File: src/msjd_pkg.sv
// Package for the multi-server job dispatcher: field widths, saturation limits,
// dispatch mode codes and the structs passed between the dispatcher modules.
// No dependencies.
package msjd_pkg;

    localparam int SERVERS_DEF   = 3;
    localparam int TIME_BITS_DEF = 20;

    localparam int FINISH_W  = 48;
    localparam int SUM_W     = 64;
    localparam int IDX_OUT_W = 2;

    localparam logic [FINISH_W-1:0] FINISH_MAX = '1;
    localparam logic [SUM_W-1:0]    SUM_MAX    = '1;

    typedef enum logic {
        MODE_ROUND_ROBIN   = 1'b0,
        MODE_EARLIEST_FREE = 1'b1
    } t_mode;

    localparam t_mode MODE_RESET = MODE_EARLIEST_FREE;

    // Control for one dispatch step of the ledger.
    typedef struct packed {
        logic fire;
        logic start;
    } t_job_ctl;

    // Figures produced by one dispatch step.
    typedef struct packed {
        logic [FINISH_W-1:0] job_wait;
        logic [SUM_W-1:0]    total_wait;
        logic [FINISH_W-1:0] makespan;
    } t_result;

endpackage

File: src/msjd_if.sv
// Valid/ready stream interfaces for the job dispatcher: job words in, result words out.
// Depends on msjd_pkg for the default time width and the result field widths.
interface msjd_job_if #(
    parameter int TIME_BITS = msjd_pkg::TIME_BITS_DEF
);
    logic                 valid;
    logic                 ready;
    logic [TIME_BITS-1:0] service_time;
    logic                 start_batch;

    modport source (output valid, output service_time, output start_batch, input ready);
    modport sink   (input valid, input service_time, input start_batch, output ready);
endinterface

interface msjd_res_if;
    logic                               valid;
    logic                               ready;
    logic [msjd_pkg::IDX_OUT_W-1:0]     server_index;
    logic [msjd_pkg::FINISH_W-1:0]      job_wait;
    logic [msjd_pkg::SUM_W-1:0]         total_wait;
    logic [msjd_pkg::FINISH_W-1:0]      makespan;

    modport source (output valid, output server_index, output job_wait,
                    output total_wait, output makespan, input ready);
    modport sink   (input valid, input server_index, input job_wait,
                    input total_wait, input makespan, output ready);
endinterface

File: src/multi_server_job_dispatcher_unit.sv
// Top level of the multi-server job dispatcher: job register, server pick, batch
// ledger and result register. Uses msjd_pkg, msjd_job_if, msjd_res_if, msjd_pick, msjd_ledger.
//
//   channel    | direction | handshake     | word
//   -----------+-----------+---------------+-----------------------------------------------
//   i_job      | in        | valid/ready   | service_time, start_batch
//   o_res      | out       | valid/ready   | server_index, job_wait, total_wait, makespan
//   i_cfg_*    | in        | write enable  | dispatch_mode (1 bit)
//
// One job word per clock while o_res is not stalled. A job waits in the job register, where the pick
// (one min search over the servers), one finish add and one saturating sum settle, and
// moves on into the result register when the job register advances.
// Synchronous active-low reset clears the batch state and sets earliest-free mode.
// When o_res stalls, the result register holds and the job register holds its word;
// i_job.ready drops only when both are full and the result is not being taken.
module multi_server_job_dispatcher_unit #(
    parameter int SERVERS   = msjd_pkg::SERVERS_DEF,
    parameter int TIME_BITS = msjd_pkg::TIME_BITS_DEF
) (
    input  logic              i_clk,
    input  logic              i_rst_n,
    input  logic              i_cfg_wr_en,
    input  logic              i_cfg_wr_data,
    msjd_job_if.sink          i_job,
    msjd_res_if.source        o_res
);

    localparam int IDX_W = $clog2(SERVERS);

    // Configuration register.
    msjd_pkg::t_mode r_mode;

    // Job register (stage one).
    logic                 r_in_valid;
    logic [TIME_BITS-1:0] r_svc;
    logic                 r_start;

    // Result register (stage two).
    logic                           r_out_valid;
    logic [IDX_W-1:0]               r_srv;
    msjd_pkg::t_result              r_res;

    logic                           w_accept;
    logic                           w_adv;
    msjd_pkg::t_job_ctl             w_ctl;
    logic [msjd_pkg::FINISH_W-1:0]  w_finish [SERVERS];
    logic [IDX_W-1:0]               w_rot;
    logic [IDX_W-1:0]               w_srv;
    msjd_pkg::t_result              w_res;

    // Advance the job register whenever the result register is free or being drained.
    assign w_adv       = r_in_valid && (!r_out_valid || o_res.ready);
    assign i_job.ready = !r_in_valid || w_adv;
    assign w_accept    = i_job.valid && i_job.ready;

    assign w_ctl.fire  = w_adv;
    assign w_ctl.start = r_start;

    always_ff @(posedge i_clk) begin
        if (!i_rst_n) begin
            r_mode <= msjd_pkg::MODE_RESET;
        end else if (i_cfg_wr_en) begin
            r_mode <= msjd_pkg::t_mode'(i_cfg_wr_data);
        end
    end

    // Stage one: capture the job word.
    always_ff @(posedge i_clk) begin
        if (!i_rst_n) begin
            r_in_valid <= 1'b0;
        end else if (w_accept) begin
            r_in_valid <= 1'b1;
        end else if (w_adv) begin
            r_in_valid <= 1'b0;
        end
    end

    always_ff @(posedge i_clk) begin
        if (w_accept) begin
            r_svc   <= i_job.service_time;
            r_start <= i_job.start_batch;
        end
    end

    // Pick a server against the batch state as seen after an optional start clear.
    msjd_pick #(
        .SERVERS (SERVERS),
        .IDX_W   (IDX_W)
    ) u_pick (
        .i_mode   (r_mode),
        .i_rot    (w_rot),
        .i_finish (w_finish),
        .o_srv    (w_srv)
    );

    // Update finish time, wait sum, makespan and rotation as the job moves on.
    msjd_ledger #(
        .SERVERS   (SERVERS),
        .TIME_BITS (TIME_BITS),
        .IDX_W     (IDX_W)
    ) u_ledger (
        .i_clk    (i_clk),
        .i_rst_n  (i_rst_n),
        .i_ctl    (w_ctl),
        .i_svc    (r_svc),
        .i_srv    (w_srv),
        .o_finish (w_finish),
        .o_rot    (w_rot),
        .o_res    (w_res)
    );

    // Stage two: hold the result word until the sink takes it.
    always_ff @(posedge i_clk) begin
        if (!i_rst_n) begin
            r_out_valid <= 1'b0;
        end else if (w_adv) begin
            r_out_valid <= 1'b1;
        end else if (o_res.ready) begin
            r_out_valid <= 1'b0;
        end
    end

    always_ff @(posedge i_clk) begin
        if (w_adv) begin
            r_srv <= w_srv;
            r_res <= w_res;
        end
    end

    assign o_res.valid        = r_out_valid;
    assign o_res.server_index = msjd_pkg::IDX_OUT_W'(r_srv);
    assign o_res.job_wait     = r_res.job_wait;
    assign o_res.total_wait   = r_res.total_wait;
    assign o_res.makespan     = r_res.makespan;

`ifndef SYNTHESIS
    // The rotation pointer never leaves the server range while a job is in stage one.
    a_rot_range: assert property (@(posedge i_clk) disable iff (!i_rst_n)
        r_in_valid |-> (w_rot < IDX_W'(SERVERS - 1) || w_rot == IDX_W'(SERVERS - 1)))
        else $error("rotation pointer out of range");

    // A dispatched job never waits longer than the makespan it produces.
    a_span_covers_wait: assert property (@(posedge i_clk) disable iff (!i_rst_n)
        w_adv |-> w_res.makespan >= w_res.job_wait)
        else $error("makespan below job wait");

    // A job in stage one with an empty result register reaches the output next cycle.
    a_stage_advance: assert property (@(posedge i_clk) disable iff (!i_rst_n)
        (r_in_valid && !r_out_valid) |=> r_out_valid)
        else $error("job register failed to advance");

    // Without a start flag the wait sum never shrinks across a dispatch.
    a_sum_monotonic: assert property (@(posedge i_clk) disable iff (!i_rst_n)
        (w_adv && !r_start && r_out_valid) |-> w_res.total_wait >= r_res.total_wait)
        else $error("total wait decreased within a batch");
`endif

endmodule

File: src/msjd_pick.sv
// Server selection for the job dispatcher: rotation pointer in round-robin mode,
// lowest finish time (lowest index on a tie) in earliest-free mode. Uses msjd_pkg.
module msjd_pick #(
    parameter int SERVERS = msjd_pkg::SERVERS_DEF,
    parameter int IDX_W   = $clog2(SERVERS)
) (
    input  msjd_pkg::t_mode                i_mode,
    input  logic [IDX_W-1:0]               i_rot,
    input  logic [msjd_pkg::FINISH_W-1:0]  i_finish [SERVERS],
    output logic [IDX_W-1:0]               o_srv
);

    logic [IDX_W-1:0]              w_best;
    logic [msjd_pkg::FINISH_W-1:0] w_best_val;

    // Strict less-than keeps the lowest index on a tie.
    always_comb begin
        w_best     = '0;
        w_best_val = i_finish[0];
        for (int s = 1; s < SERVERS; s++) begin
            if (i_finish[s] < w_best_val) begin
                w_best     = IDX_W'(s);
                w_best_val = i_finish[s];
            end
        end
    end

    always_comb begin
        unique case (i_mode)
            msjd_pkg::MODE_ROUND_ROBIN:   o_srv = i_rot;
            msjd_pkg::MODE_EARLIEST_FREE: o_srv = w_best;
            default:                      o_srv = w_best;
        endcase
    end

endmodule

File: src/msjd_ledger.sv
// Batch state of the job dispatcher: server finish times, rotation pointer, wait sum
// and makespan, with the saturating update for one job. Uses msjd_pkg.
module msjd_ledger #(
    parameter int SERVERS   = msjd_pkg::SERVERS_DEF,
    parameter int TIME_BITS = msjd_pkg::TIME_BITS_DEF,
    parameter int IDX_W     = $clog2(SERVERS)
) (
    input  logic                           i_clk,
    input  logic                           i_rst_n,
    input  msjd_pkg::t_job_ctl             i_ctl,
    input  logic [TIME_BITS-1:0]           i_svc,
    input  logic [IDX_W-1:0]               i_srv,
    output logic [msjd_pkg::FINISH_W-1:0]  o_finish [SERVERS],
    output logic [IDX_W-1:0]               o_rot,
    output msjd_pkg::t_result              o_res
);

    localparam int FW = msjd_pkg::FINISH_W;
    localparam int SW = msjd_pkg::SUM_W;

    logic [FW-1:0]    r_finish [SERVERS];
    logic [IDX_W-1:0] r_rot;
    logic [SW-1:0]    r_sum;
    logic [FW-1:0]    r_span;

    logic [FW-1:0]    n_finish [SERVERS];
    logic [IDX_W-1:0] n_rot;
    logic [SW-1:0]    n_sum;
    logic [FW-1:0]    n_span;

    logic [SW-1:0]    w_sum_eff;
    logic [FW-1:0]    w_span_eff;
    logic [FW-1:0]    w_wait;
    logic [FW:0]      w_fin_raw;
    logic [FW-1:0]    w_fin;
    logic [SW:0]      w_sum_raw;

    // A start flag drops the batch before this job is placed.
    always_comb begin
        for (int s = 0; s < SERVERS; s++) begin
            o_finish[s] = i_ctl.start ? '0 : r_finish[s];
        end
        o_rot      = i_ctl.start ? '0 : r_rot;
        w_sum_eff  = i_ctl.start ? '0 : r_sum;
        w_span_eff = i_ctl.start ? '0 : r_span;
    end

    always_comb begin
        w_wait    = o_finish[i_srv];
        w_fin_raw = {1'b0, w_wait} + (FW+1)'(i_svc);
        w_fin     = w_fin_raw[FW] ? msjd_pkg::FINISH_MAX : w_fin_raw[FW-1:0];
        w_sum_raw = {1'b0, w_sum_eff} + (SW+1)'(w_wait);
        n_sum     = w_sum_raw[SW] ? msjd_pkg::SUM_MAX : w_sum_raw[SW-1:0];
        // Finish times only grow within a batch, so the running max is enough.
        n_span    = (w_fin > w_span_eff) ? w_fin : w_span_eff;
        n_rot     = (o_rot == IDX_W'(SERVERS - 1)) ? '0 : o_rot + 1'b1;
        for (int s = 0; s < SERVERS; s++) begin
            n_finish[s] = (i_srv == IDX_W'(s)) ? w_fin : o_finish[s];
        end
    end

    assign o_res.job_wait   = w_wait;
    assign o_res.total_wait = n_sum;
    assign o_res.makespan   = n_span;

    always_ff @(posedge i_clk) begin
        if (!i_rst_n) begin
            for (int s = 0; s < SERVERS; s++) begin
                r_finish[s] <= '0;
            end
            r_rot  <= '0;
            r_sum  <= '0;
            r_span <= '0;
        end else if (i_ctl.fire) begin
            for (int s = 0; s < SERVERS; s++) begin
                r_finish[s] <= n_finish[s];
            end
            r_rot  <= n_rot;
            r_sum  <= n_sum;
            r_span <= n_span;
        end
    end

endmodule
File: src/flat_wrapper.sv
// flat-port wrapper written by rule: the top's interface ports become plain ports
module multi_server_job_dispatcher_unit_flat 
#(
    parameter int SERVERS   = msjd_pkg::SERVERS_DEF,
    parameter int TIME_BITS = msjd_pkg::TIME_BITS_DEF
)
  (i_clk, i_rst_n, i_cfg_wr_en, i_cfg_wr_data, i_job_valid, i_job_service_time, i_job_start_batch, i_job_ready, o_res_valid, o_res_server_index, o_res_job_wait, o_res_total_wait, o_res_makespan, o_res_ready);
  msjd_job_if #(.TIME_BITS(TIME_BITS)) i_job_i ();
  msjd_res_if o_res_i ();
  input  logic i_clk;
  input  logic i_rst_n;
  input  logic i_cfg_wr_en;
  input  logic i_cfg_wr_data;
  input wire logic [$bits(i_job_i.valid)-1:0] i_job_valid;
  input wire logic [$bits(i_job_i.service_time)-1:0] i_job_service_time;
  input wire logic [$bits(i_job_i.start_batch)-1:0] i_job_start_batch;
  output wire logic [$bits(i_job_i.ready)-1:0] i_job_ready;
  output wire logic [$bits(o_res_i.valid)-1:0] o_res_valid;
  output wire logic [$bits(o_res_i.server_index)-1:0] o_res_server_index;
  output wire logic [$bits(o_res_i.job_wait)-1:0] o_res_job_wait;
  output wire logic [$bits(o_res_i.total_wait)-1:0] o_res_total_wait;
  output wire logic [$bits(o_res_i.makespan)-1:0] o_res_makespan;
  input wire logic [$bits(o_res_i.ready)-1:0] o_res_ready;
  assign i_job_i.valid = i_job_valid;
  assign i_job_i.service_time = i_job_service_time;
  assign i_job_i.start_batch = i_job_start_batch;
  assign i_job_ready = i_job_i.ready;
  assign o_res_valid = o_res_i.valid;
  assign o_res_server_index = o_res_i.server_index;
  assign o_res_job_wait = o_res_i.job_wait;
  assign o_res_total_wait = o_res_i.total_wait;
  assign o_res_makespan = o_res_i.makespan;
  assign o_res_i.ready = o_res_ready;
  multi_server_job_dispatcher_unit #(.SERVERS(SERVERS), .TIME_BITS(TIME_BITS)) u_core (.i_clk(i_clk), .i_rst_n(i_rst_n), .i_cfg_wr_en(i_cfg_wr_en), .i_cfg_wr_data(i_cfg_wr_data), .i_job(i_job_i), .o_res(o_res_i));
endmodule
File: config.mk
export PLATFORM = sky130hd
export DESIGN_NAME = multi_server_job_dispatcher_unit_flat
export DESIGN_NICKNAME = d
export VERILOG_FILES = /design/src/msjd_pkg.sv /design/src/msjd_if.sv /design/src/multi_server_job_dispatcher_unit.sv /design/src/msjd_pick.sv /design/src/msjd_ledger.sv /design/src/flat_wrapper.sv
export SDC_FILE = /design/constraint.sdc
export NUM_CORES = 1
export LEC_CHECK = 0
export ABC_AREA = 1
export ABC_CLOCK_PERIOD_IN_PS = 37000
export BUFFER_PORTS_ARGS = -buffer_cell sky130_fd_sc_hd__buf_2
export CAP_MARGIN = 20
export CORE_MARGIN = 1.5
export CORE_UTILIZATION = 30
export DETAILED_ROUTE_END_ITERATION = 8
export MAX_ROUTING_LAYER = met4
export PLACE_DENSITY_LB_ADDON = 0.3
export SLEW_MARGIN = 25
export SYNTH_ARGS = -nofsm -noshare
export SYNTH_HDL_FRONTEND = slang
export SYNTH_SLANG_ARGS = --single-unit
export TNS_END_PERCENT = 100
File: constraint.sdc
create_clock -name i_clk -period 37 [get_ports i_clk]
set_clock_uncertainty 0.1 [all_clocks]
set_input_delay 3.7 -clock i_clk [delete_from_list [all_inputs] [get_ports i_clk]]
set_output_delay 3.7 -clock i_clk [all_outputs]
set_load 0.05 [all_outputs]
---- After elaboration in Yosys (flattened, before gate mapping) ----
Memories as Yosys holds them, arrays and structs flattened.
Cells that the tools add are included.
storage, ports and cells
  register bits after elaboration ......... 300
  bits in writable memories ............... 144
  input bits .............................. 27
  output and inout port bits .............. 164
  word-level logic and storage cells ...... 68
  memories kept ........................... 1
memories
  name                      words  bits a word  read ports  clocked after Yosys merged registers in  wr ports  RTL line           RTL
  u_core.u_ledger.r_finish  3      48           3           0                                        3         msjd_ledger.sv:21  logic [FW-1:0] r_finish [SERVERS];
cells by class
  add/sub/neg operators ................... 3
  magnitude comparators ................... 4
  eq/ne operators ......................... 3
  multiplexer cells ....................... 31
  bitwise operators ....................... 5
  reduce and logical (&&, ||, !) cells .... 9
operators with widths
  kind                                                      count
  2-to-1 mux 48 bit                                         15
  2-to-1 mux 64 bit                                         2
  binary-select mux 48 bit (select 2 bit)                   1
  less-than comparator 48 bit                               2
  adder 64 x 48 -> 65 bit                                   1
  adder 48 x 20 -> 49 bit                                   1
  greater-than comparator 48 bit                            1
  2-to-1 mux 1 bit                                          9
  2-to-1 mux 2 bit                                          3
  equality test 2 bit, second input constant                2
  one-hot mux 2 bit (2 select lines)                        1
  nonzero test 2 bit                                        2
  greater-or-equal comparator 3 bit, second input constant  1
  inverter 2 -> 3 bit                                       1
  OR 1 bit                                                  3
  adder 2 x 1 -> 2 bit, second input constant               1
  equality test 2 x 1 -> 1 bit, second input constant       1
  logical AND 1 bit                                         2
  zero test 1 bit                                           2
  zero test 2 bit                                           1
  logical OR 1 bit                                          2
  inverter 1 bit                                            1

---- Longest topological paths before layout ----
Gate-level depths: netlist (run 1).
An unclocked memory read counts as a cell.
  depth in word-level cells ............... 15
  gate-level depth with buffers ........... 87
  gate-level depth less buffers ........... 77

---- Cells and area by module ----
A second synthesis (run 1) with hierarchy kept.
unflattened totals
  cell total of the unflattened synthesis .. 4099
  area, all modules ....................... 30405.4 µm²
by module, submodules not included
  module                            instances  cells an instance  area an instance (µm²)  sequential area each (µm²)
  msjd_ledger                       1          3444               21982.3                 6606.3
  multi_server_job_dispatcher_unit  1          200                5624.1                  5555.3
  msjd_pick                         1          455                2798.9                  0.0

---- Least setup slack after synthesis (run 1) ----
No wires, ideal clock.
  path kind ............................... input to register
  from .................................... in o_res_ready
  to ...................................... mem u_core.u_ledger.r_finish[0][0] (netlist bit), enable pin
  library setup time ...................... 0.565 ns
  arrival time ............................ 11.999 ns
  data required time ...................... 36.335 ns
  setup slack ............................. 24.336 ns
  cell stages on the path ................. 8
  buffers on the path ..................... 2
  cells stage by stage .................... inv_1 -> nand2_1 -> nand2_1 -> inv_1 -> nor2_1 -> inv_1 -> clkbuf_1 -> clkbuf_1
RTL lines
  what         RTL line            RTL
  from (decl)  flat_wrapper.sv:23  input wire logic [$bits(o_res_i.ready)-1:0] o_res_ready;
  to (decl)    msjd_ledger.sv:21

==> run_results.csv, run 1 <==
group,metric,value,unit
grt,antenna_found_initial,0,
worst_hold_path,min-delay-start,"u_core.u_ledger.r_span[24]",
cells_and_area,n_antenna_cell,0,
worst_setup_path,cp-start-kind,"flop",
cts,clk_latency,0.61,ns
yosys,synth_nets,3740,
worst_setup_path,cp-end-kind,"flop",
die,ios,191,
die,die_area,95700,µm²
cts,post_cts_resized,0,
yosys,yosys_register_bits,444,
timing,rsz0062_at_grt,"false",
yosys,synthCells,3503,
yosys,ys_seq_area_frac,0.432,
cts,cts_sinks,444,
worst_setup_path,crit_type,"flop to flop",
routing,viasPerCell,4.89,
placed_design,preCtsSetupSlack,19.60,ns
routing,drt-pass1-iter-count,6,
cells_and_area,nets,3852,
cells_and_area,fillCellCount,9852,
timing,fin_crit_sh,0.477,
yosys,ys_types,57,
die,std_cell_rows,112,
cells_and_area,layout-drive-gt1-share,0.109,
cts,postCtsHoldBufs,0,
power,power.leakage,15.0,nW
yosys,syn-cell-area,28200,µm²
placed_design,gp_congestion,0.920,
worst_setup_path,crit_required,37.25,ns
status,status,"finished clean",
grt,grt_start_max_net_pins,87,
cts,clockBufferDepth,3,
cells_and_area,area_growth,13.4,%
worst_setup_path,timing.rr.start,"u_core.r_start",
worst_hold_path,worstHoldPathCells,2,
worst_setup_path,rrSetupSlack,19.33,ns
worst_hold_path,min_to,"u_core.u_ledger.r_span[24]",
die,core_area,93200,µm²
grt,grt-ovfl-total,0,
cts,cts_tree,"done",
routing,route.met3.wl,4.70,mm
grt,grt_pass1_wl,133,mm
yosys,synth_warnings,0,
timing,hold_viol_final,0,
placed_design,dpl.hpwl,61.9,mm
worst_setup_path,cp.arrival,17.91,ns
cells_and_area,final_common_cell,"nand2_1",
cts,clk_pin_slew,0.06,ns
cts,cts_root_buffer,"clkbuf_16",
routing,wl_met2,38.9,mm
timing,setup_ws,19.33,ns
yosys,syn_avg_cell_area,8.04,µm²
grt,grt_use_total,0.183,
timing,whs,0.351,ns
timing,relSlewSlack,0.292,
routing,dr.first_iter.drc_count,2080,
worst_setup_path,crit_fanout,81,
worst_setup_path,cp_common_cell,"nand2_1",
routing,met1_length,41.6,mm
routing,wl_per_cell,17.7,µm
cts,post_cts_buffers,0,
grt,grt_pass1_vias,21998,
cts,htreeDepth,2,
timing,setup-tns-final,0,ns
timing,fmax,56.6,MHz
routing,wirelength,87.0,mm
routing,antenna_left,0,
cells_and_area,layout_common_cells,"nand2_1 (659), inv_1 (531), edfxtp_1 (327)",
worst_setup_path,critPathSlowestCell,"buf_4",
routing,drcViolationCount,0,
placed_design,io_buffers,190,
worst_setup_path,r2r-end,"u_core.o_res.makespan[4]",
die,die_x,309,µm
worst_setup_path,worst-r2r-cell-count,70,
timing,slew_viol_final,0,
yosys,synth_edf_count,327,
run,drv_cap,0,
worst_hold_path,hp-class,"flop to flop",
die,die-height,309,µm
worst_setup_path,max_stage_delay,0.78,ns
routing,top_layer,"met4",
timing,tightest_slew,1.06,ns
power,ir_worst_vdd,0.0430,mV
timing,finalSetupViolations,0,
die,initial_utilization,0.302,
cts,cts_buffers,50,
routing,vias,24026,
yosys,ys.flop_type,"edfxtp_1",
yosys,async_flop_share,0,
timing,period_needed,17.67,ns
power,pwr_density_cell,55.9,nW/µm²
## metal layers
metal / track usage / up-vias
li1: - / 11983
met1: 0.259 / 11250
met2: 0.282 / 691
met3: 0.0190 / 102
met4: 0.0412 / 0
met5: - / -
## per-stage QoR
stage	cells	total power, W	instance area, µm²	util
after floorplan	3503	0.00108	28200	-
after CTS	4909	0.00180	31900	0.343
after global placement	4817	0.00127	30200	0.325
after global routing	4909	0.00188	31900	0.343
after detailed placement	4817	0.00127	30200	0.325
final	4909	0.00178	31900	0.343
## power by group
| group | switching, W | internal, W |
|---|---|---|
| clock | 0.000217 | 0.000304 |
| combinational | 0.000468 | 0.000166 |
| sequential | 0.0000226 | 0.000606 |
## critical path, delay by kind of cell, from the launching register on
family	cells	cell delay (ns)
and+or+nand+nor	39	6.93
buffers and inverters	15	5.73
AOI/OAI and AO/OA	12	2.52
adders and majority gates	4	1.32
DFF	1	0.45
## synth_stat cells (8+ instances only)
cell / n / share of area
a211oi_1: 12 / 0.0032
a21boi_1: 25 / 0.0067
a21oi_1: 280 / 0.050
a31oi_1: 14 / 0.0031
and2_1: 15 / 0.0033
buf_1: 18 / 0.0024
buf_2: 8 / 0.0014
buf_6: 9 / 0.0036
clkbuf_1: 116 / 0.015
dfxtp_1: 117 / 0.083
edfxtp_1: 327 / 0.35
ha_1: 208 / 0.092
inv_1: 533 / 0.071
inv_2: 12 / 0.0016
nand2_1: 660 / 0.088
nand2_2: 30 / 0.0067
nand3_1: 177 / 0.031
nand3_2: 30 / 0.011
nand3b_1: 10 / 0.0027
nand4_1: 59 / 0.013
nor2_1: 296 / 0.039
nor3_1: 16 / 0.0028
o21a_1: 9 / 0.0024
o21ai_0: 272 / 0.048
o21ai_1: 32 / 0.0057
o221ai_1: 21 / 0.0065
o22ai_1: 44 / 0.0098
xnor2_1: 30 / 0.0093
xor2_1: 45 / 0.014
## final cells by class
class,instances,area [µm²],area share
multi-input cells,2358,13300,0.417
flip-flops and latches,444,12200,0.381
clock buffers,69,1420,0.0444
repair buffers,213,1120,0.0352
clock inverters,23,274,0.00858
well taps,1254,1570,0.0491
inverters,548,2070,0.0650
## how the worst max path moves through the flow
stage	startpoint	to	slack, ns
3_3_place_gp	u_core.r_start	u_core.o_res.makespan[8]	19.90
6_report	u_core.r_start	u_core.o_res.makespan[4]	19.33
3_5_place_dp	u_core.r_start	u_core.o_res.makespan[8]	19.60
5_1_grt	u_core.r_start	u_core.o_res.makespan[4]	17.68
4_1_cts	u_core.r_start	u_core.o_res.makespan[15]	19.52
2_1_floorplan	o_res_ready	u_core.u_ledger.r_finish[0][0]	24.34
## registers in the layout (all words and copies together) (netlist names), 2 cells and up
| signal | flops |
|---|---|
| u_core.o_res.server_index | 2 |
| u_core.o_res.total_wait | 64 |
| u_core.o_res.makespan | 48 |
| u_core.u_ledger.r_sum | 64 |
| u_core.u_ledger.r_rot | 2 |
| u_core.o_res.job_wait | 48 |
| u_core.r_svc | 20 |
| u_core.u_ledger.r_span | 48 |
| u_core.u_ledger.r_finish | 144 |
## cells by family (layout without fill, tap and decap cells)
logic type	count (synthesis)	after routing	share of synthesized area
buf+inv	701	853	0.0965
fa+ha+maj	210	210	0.0939
simple gates	1328	1328	0.208
compound gates	745	745	0.146
xor+xnor	75	75	0.0233
flops	444	444	0.432
Power figures use the tool's default switching activity.
==> run 2: changes to the inputs <==
Settings changed: ABC_CLOCK_PERIOD_IN_PS 37000 to 15900.
Clock period 37 ns to 15.9 ns, I/O delays scaled along.
==> run_results.csv, run 2 (synthesis gave the netlist of run 1 again) <==
group,metric,value,unit
status,status,"finished clean",
worst_setup_path,cp-end-kind,"flop",
cells_and_area,utilization,0.344,
timing,fin_crit_sh,0.945,
cts,cts_sinks,444,
worst_setup_path,crit_required,16.17,ns
cells_and_area,n_antenna_cell,0,
grt,grt_pass1_vias,22394,
placed_design,gp_congestion,0.914,
die,die_area,95700,µm²
grt,grt-ovfl-total,0,
die,initial_utilization,0.302,
placed_design,dpl.hpwl,62.3,mm
timing,rsz0062_at_grt,"false",
power,power.leakage,15.1,nW
cells_and_area,layout-drive-gt1-share,0.111,
cts,clockBufferDepth,3,
routing,drcViolationCount,0,
placed_design,preCtsSetupSlack,-0.00132,ns
cells_and_area,area_growth,13.8,%
routing,vias,24092,
timing,whs,0.355,ns
worst_setup_path,cp.arrival,15.30,ns
routing,antenna_left,0,
cts,clk_pin_slew,0.06,ns
worst_setup_path,timing.rr.start,"u_core.r_start",
routing,drt-pass1-iter-count,6,
grt,grt_start_max_net_pins,92,
worst_setup_path,crit_family,"simple AND/OR/NAND/NOR gates",
worst_setup_path,crit_fanout,91,
worst_setup_path,crit_type,"flop to flop",
cts,cts_tree,"done",
timing,fmax,66.5,MHz
cells_and_area,largest_reg_flops,144,
cts,cts_root_buffer,"clkbuf_16",
routing,viasPerCell,4.89,
cts,clk_latency,0.62,ns
die,std_cell_rows,112,
routing,dr.first_iter.drc_count,1848,
cts,postCtsHoldBufs,0,
worst_setup_path,max_stage_delay,0.61,ns
grt,grt_use_total,0.185,
timing,setup_ws,0.870,ns
worst_hold_path,hp-class,"flop to flop",
placed_design,io_buffers,190,
die,core_area,93200,µm²
die,die-height,309,µm
power,ir_worst_vdd,0.0774,mV
timing,setup-tns-final,0,ns
cells_and_area,fillCellCount,9905,
routing,wl_per_cell,17.7,µm
timing,period_needed,15.03,ns
cts,cts_buffers,49,
worst_setup_path,critPathSlowestCell,"nor4b_1",
cts,post_cts_buffers,0,
worst_setup_path,cp_common_cell,"nand2_1",
worst_setup_path,critPathLaunch,"u_core.r_start",
cells_and_area,nets,3864,
cells_and_area,fin_area,32000,µm²
routing,wirelength,87.4,mm
power,pwr_density_cell,129,nW/µm²
cells_and_area,final_common_cell,"nand2_1",
timing,hold_viol_final,0,
worst_setup_path,path_buf_inv,12,
grt,grt_pass1_wl,133,mm
worst_hold_path,min-delay-start,"u_core.u_ledger.r_span[47]",
cells_and_area,regMostFlops,"u_core.u_ledger.r_finish",
timing,tightest_slew,0.983,ns
placed_design,place_area,30300,µm²
run,drv_cap,0,
timing,finalSetupViolations,0,
worst_setup_path,cp-start-kind,"flop",
cts,htreeDepth,2,
die,ios,191,
die,die_x,309,µm
timing,slew_viol_final,0,
cells_and_area,layout_common_cells,"nand2_1 (659), inv_1 (531), edfxtp_1 (327)",
grt,antenna_found_initial,1,
timing,relSlewSlack,0.345,
-- run 2: final timing paths --
| path | to | slack (ns) | cells past startpoint |
|---|---|---|---|
| hold reg to reg | u_core.u_ledger.r_span[47] | 0.36 | 2 |
| setup reg to reg | u_core.o_res.makespan[45] | 0.87 | 62 |
| setup / recovery | u_core.o_res.makespan[45] | 0.87 | 62 |
| hold / removal | u_core.u_ledger.r_span[47] | 0.36 | 2 |
-- run 2: final cells by class --
type | instances | area [µm²] | area share
Timing Repair Buffer | 226 | 1250 | 0.0390
Sequential cell | 444 | 12200 | 0.380
Tap cell | 1254 | 1570 | 0.0490
Multi-Input combinational cell | 2358 | 13300 | 0.417
Clock inverter | 23 | 239 | 0.00746
Inverter | 548 | 2080 | 0.0651
Clock buffer | 69 | 1380 | 0.0432
-- run 2: per-layer routing --
metal  track usage  part of all wire
met5             -                 0
met1         0.253              0.47
met2         0.291              0.45
met3        0.0218             0.056
met4        0.0416             0.020
-- run 2: timing repair --
action,4_1_cts,5_1_grt
endpoints found under the setup margin,8,94
pin swaps,0,0
resized for setup,1,7
-- run 2: power by group --
part           total [W]  internal (W)  switching, W
clock            0.00119      0.000687      0.000500
sequential       0.00146       0.00141     0.0000526
combinational    0.00148      0.000398       0.00109
total            0.00413       0.00250       0.00164
-- run 2: tightest hold or removal path: stages, from the launching register on --
cell     delay [ns]
dfxtp_1        0.30
nand2_1        0.06
nand2_1        0.05
-- run 2: per-stage QoR --
stage / total power (W) / instances
after floorplan: 0.00251 / 3503
after global placement: 0.00295 / 4829
after detailed placement: 0.00296 / 4829
after CTS: 0.00416 / 4921
after global routing: 0.00436 / 4922
final: 0.00413 / 4922
==> run 3: changes to the inputs <==
Settings changed: CORE_MARGIN 1.5 to 3.
==> run_results.csv, run 3 (synthesis gave the netlist of run 1 again) <==
group,metric,value,unit
worst_setup_path,crit_type,"flop to flop",
cells_and_area,largest_reg_flops,144,
cts,post_cts_resized,0,
worst_setup_path,max_stage_delay,0.72,ns
worst_setup_path,cp-start-kind,"flop",
cts,post_cts_buffers,0,
placed_design,io_buffers,190,
routing,antenna_left,0,
power,p_comb_frac,0.362,
routing,wirelength,86.1,mm
timing,rsz0062_at_grt,"false",
routing,drcViolationCount,0,
worst_setup_path,r2r-end,"u_core.o_res.makespan[39]",
worst_setup_path,critPathSlowestCell,"nor4b_2",
placed_design,dpl.hpwl,60.9,mm
cells_and_area,regMostFlops,"u_core.u_ledger.r_finish",
cts,postCtsHoldBufs,0,
cells_and_area,area_growth,13.5,%
power,power.leakage,15.0,nW
run,drv_cap,0,
power,seq_power_share,0.357,
worst_setup_path,rrSetupSlack,2.16,ns
timing,whs,0.353,ns
die,die_x,312,µm
die,ios,191,
cts,cts_tree,"done",
worst_hold_path,min-delay-start,"u_core.u_ledger.r_span[44]",
cells_and_area,fillCellCount,9774,
cts,clk_latency,0.63,ns
routing,vias,24145,
power,pwr_density_cell,128,nW/µm²
power,finalPower,0.00410,W
worst_hold_path,hp-class,"flop to flop",
power,ir_worst_vdd,0.109,mV
placed_design,dpl.cell_count,4818,
worst_setup_path,crit_fanout,97,
cells_and_area,utilization,0.346,
timing,period_needed,13.74,ns
cts,cts_buffers,50,
routing,viasPerCell,4.92,
grt,grt-ovfl-total,0,
worst_setup_path,crit_family,"simple AND/OR/NAND/NOR gates",
worst_hold_path,min_to,"u_core.u_ledger.r_span[44]",
cts,cts_root_buffer,"clkbuf_16",
power,internal-power,0.00246,W
cts,htreeDepth,2,
worst_setup_path,cp-end-kind,"flop",
timing,hold_viol_final,0,
timing,finalSetupViolations,0,
cells_and_area,nets,3864,
grt,grt_use_total,0.177,
routing,drt-pass1-iter-count,6,
die,core_area,92400,µm²
timing,slew_viol_final,0,
grt,antenna_found_initial,1,
cells_and_area,n_antenna_cell,0,
timing,fmax,72.8,MHz
routing,wl_per_cell,17.5,µm
power,switching_share,0.399,
worst_setup_path,path_buf_inv,7,
die,initial_utilization,0.305,
placed_design,gp_congestion,0.902,
die,std_cell_rows,111,
grt,grt_pass1_wl,132,mm
cts,clk_pin_slew,0.06,ns
timing,relSlewSlack,0.268,
worst_hold_path,worstHoldPathCells,2,
cts,cts_sinks,444,
die,die_area,97600,µm²
power,pwr-share-clk,0.280,
cells_and_area,final_common_cell,"nand2_1",
timing,fin_crit_sh,0.864,
worst_setup_path,cp_common_cell,"nand2_1",
power,power.switching,0.00164,W
worst_setup_path,worst-r2r-cell-count,64,
cells_and_area,layout-drive-gt1-share,0.113,
status,status,"finished clean",
worst_setup_path,cp.arrival,14.00,ns
cells_and_area,finalNonFillerCells,4912,
worst_setup_path,crit_required,16.16,ns
routing,dr.first_iter.drc_count,1996,
cells_and_area,layout_common_cells,"nand2_1 (659), inv_1 (531), edfxtp_1 (327)",
timing,tightest_slew,1.10,ns
worst_setup_path,timing.rr.start,"u_core.r_start",
cts,clockBufferDepth,3,
grt,grt_pass1_vias,22671,
die,die-height,312,µm
timing,setup-tns-final,0,ns
grt,grt_start_max_net_pins,135,
run 3: cell count changes in the layout (fill, tap and decap cells not counted), sizes merged:
cell,before,now
buf,226,225
clkinv,16,19
inv,548,550
clkbuf,69,65
bufinv,6,3
clkinvlp,1,5
run 3: cell type report:
| cell class | count | area (µm²) | area share |
|---|---|---|---|
| Inverter | 548 | 2080 | 0.0650 |
| Sequential cell | 444 | 12200 | 0.380 |
| Clock buffer | 65 | 1350 | 0.0422 |
| Tap cell | 1243 | 1560 | 0.0487 |
| Timing Repair Buffer | 225 | 1250 | 0.0391 |
| Multi-Input combinational cell | 2358 | 13300 | 0.417 |
| Clock inverter | 29 | 255 | 0.00798 |
run 3: power by group through the flow:
| stage | Sequential [W] | Combinational, W | Clock, W |
|---|---|---|---|
| floorplan | 0.00165 | 0.000859 | 0 |
| global placement | 0.00149 | 0.00147 | 0 |
| detailed placement | 0.00149 | 0.00148 | 0 |
| CTS | 0.00147 | 0.00149 | 0.00118 |
| global route | 0.00147 | 0.00164 | 0.00123 |
| finish | 0.00146 | 0.00148 | 0.00115 |
run 3: through the flow:
stage / setup WS, ns / instance area, µm²
global placement: 1.93 / 30400
floorplan: 4.31 / 28200
CTS: 2.26 / 32000
detailed placement: 2.28 / 30400
global route: 0.871 / 32000
finish: 2.16 / 32000
run 3: tightest hold or removal path: stages, from the launching register on:
cell and delay (ns):
dfxtp_1 0.31, nand2_1 0.06, nand2_1 0.04
run 3: worst max-delay path by stage:
| stage | from | end | slack [ns] | depth (start not counted) |
|---|---|---|---|---|
| 2_1_floorplan | u_core.r_start | u_core.o_res.makespan[36] | 4.31 | 79 |
| 3_3_place_gp | u_core.r_start | u_core.o_res.makespan[42] | 1.93 | 64 |
| 3_5_place_dp | u_core.r_start | u_core.o_res.makespan[39] | 2.28 | 64 |
| 4_1_cts | u_core.r_start | u_core.o_res.makespan[39] | 2.26 | 64 |
| 5_1_grt | u_core.r_start | u_core.o_res.makespan[44] | 0.87 | 64 |
| 6_report | u_core.r_start | u_core.o_res.makespan[39] | 2.16 | 64 |
run 3: metal layers:
layer / vias up / global-route usage / share of wire
met1: 11237 / 0.243 / 0.46
li1: 12023 / - / -
met5: - / - / 0
met3: 144 / 0.0242 / 0.064
met4: 0 / 0.0546 / 0.032
met2: 741 / 0.270 / 0.44
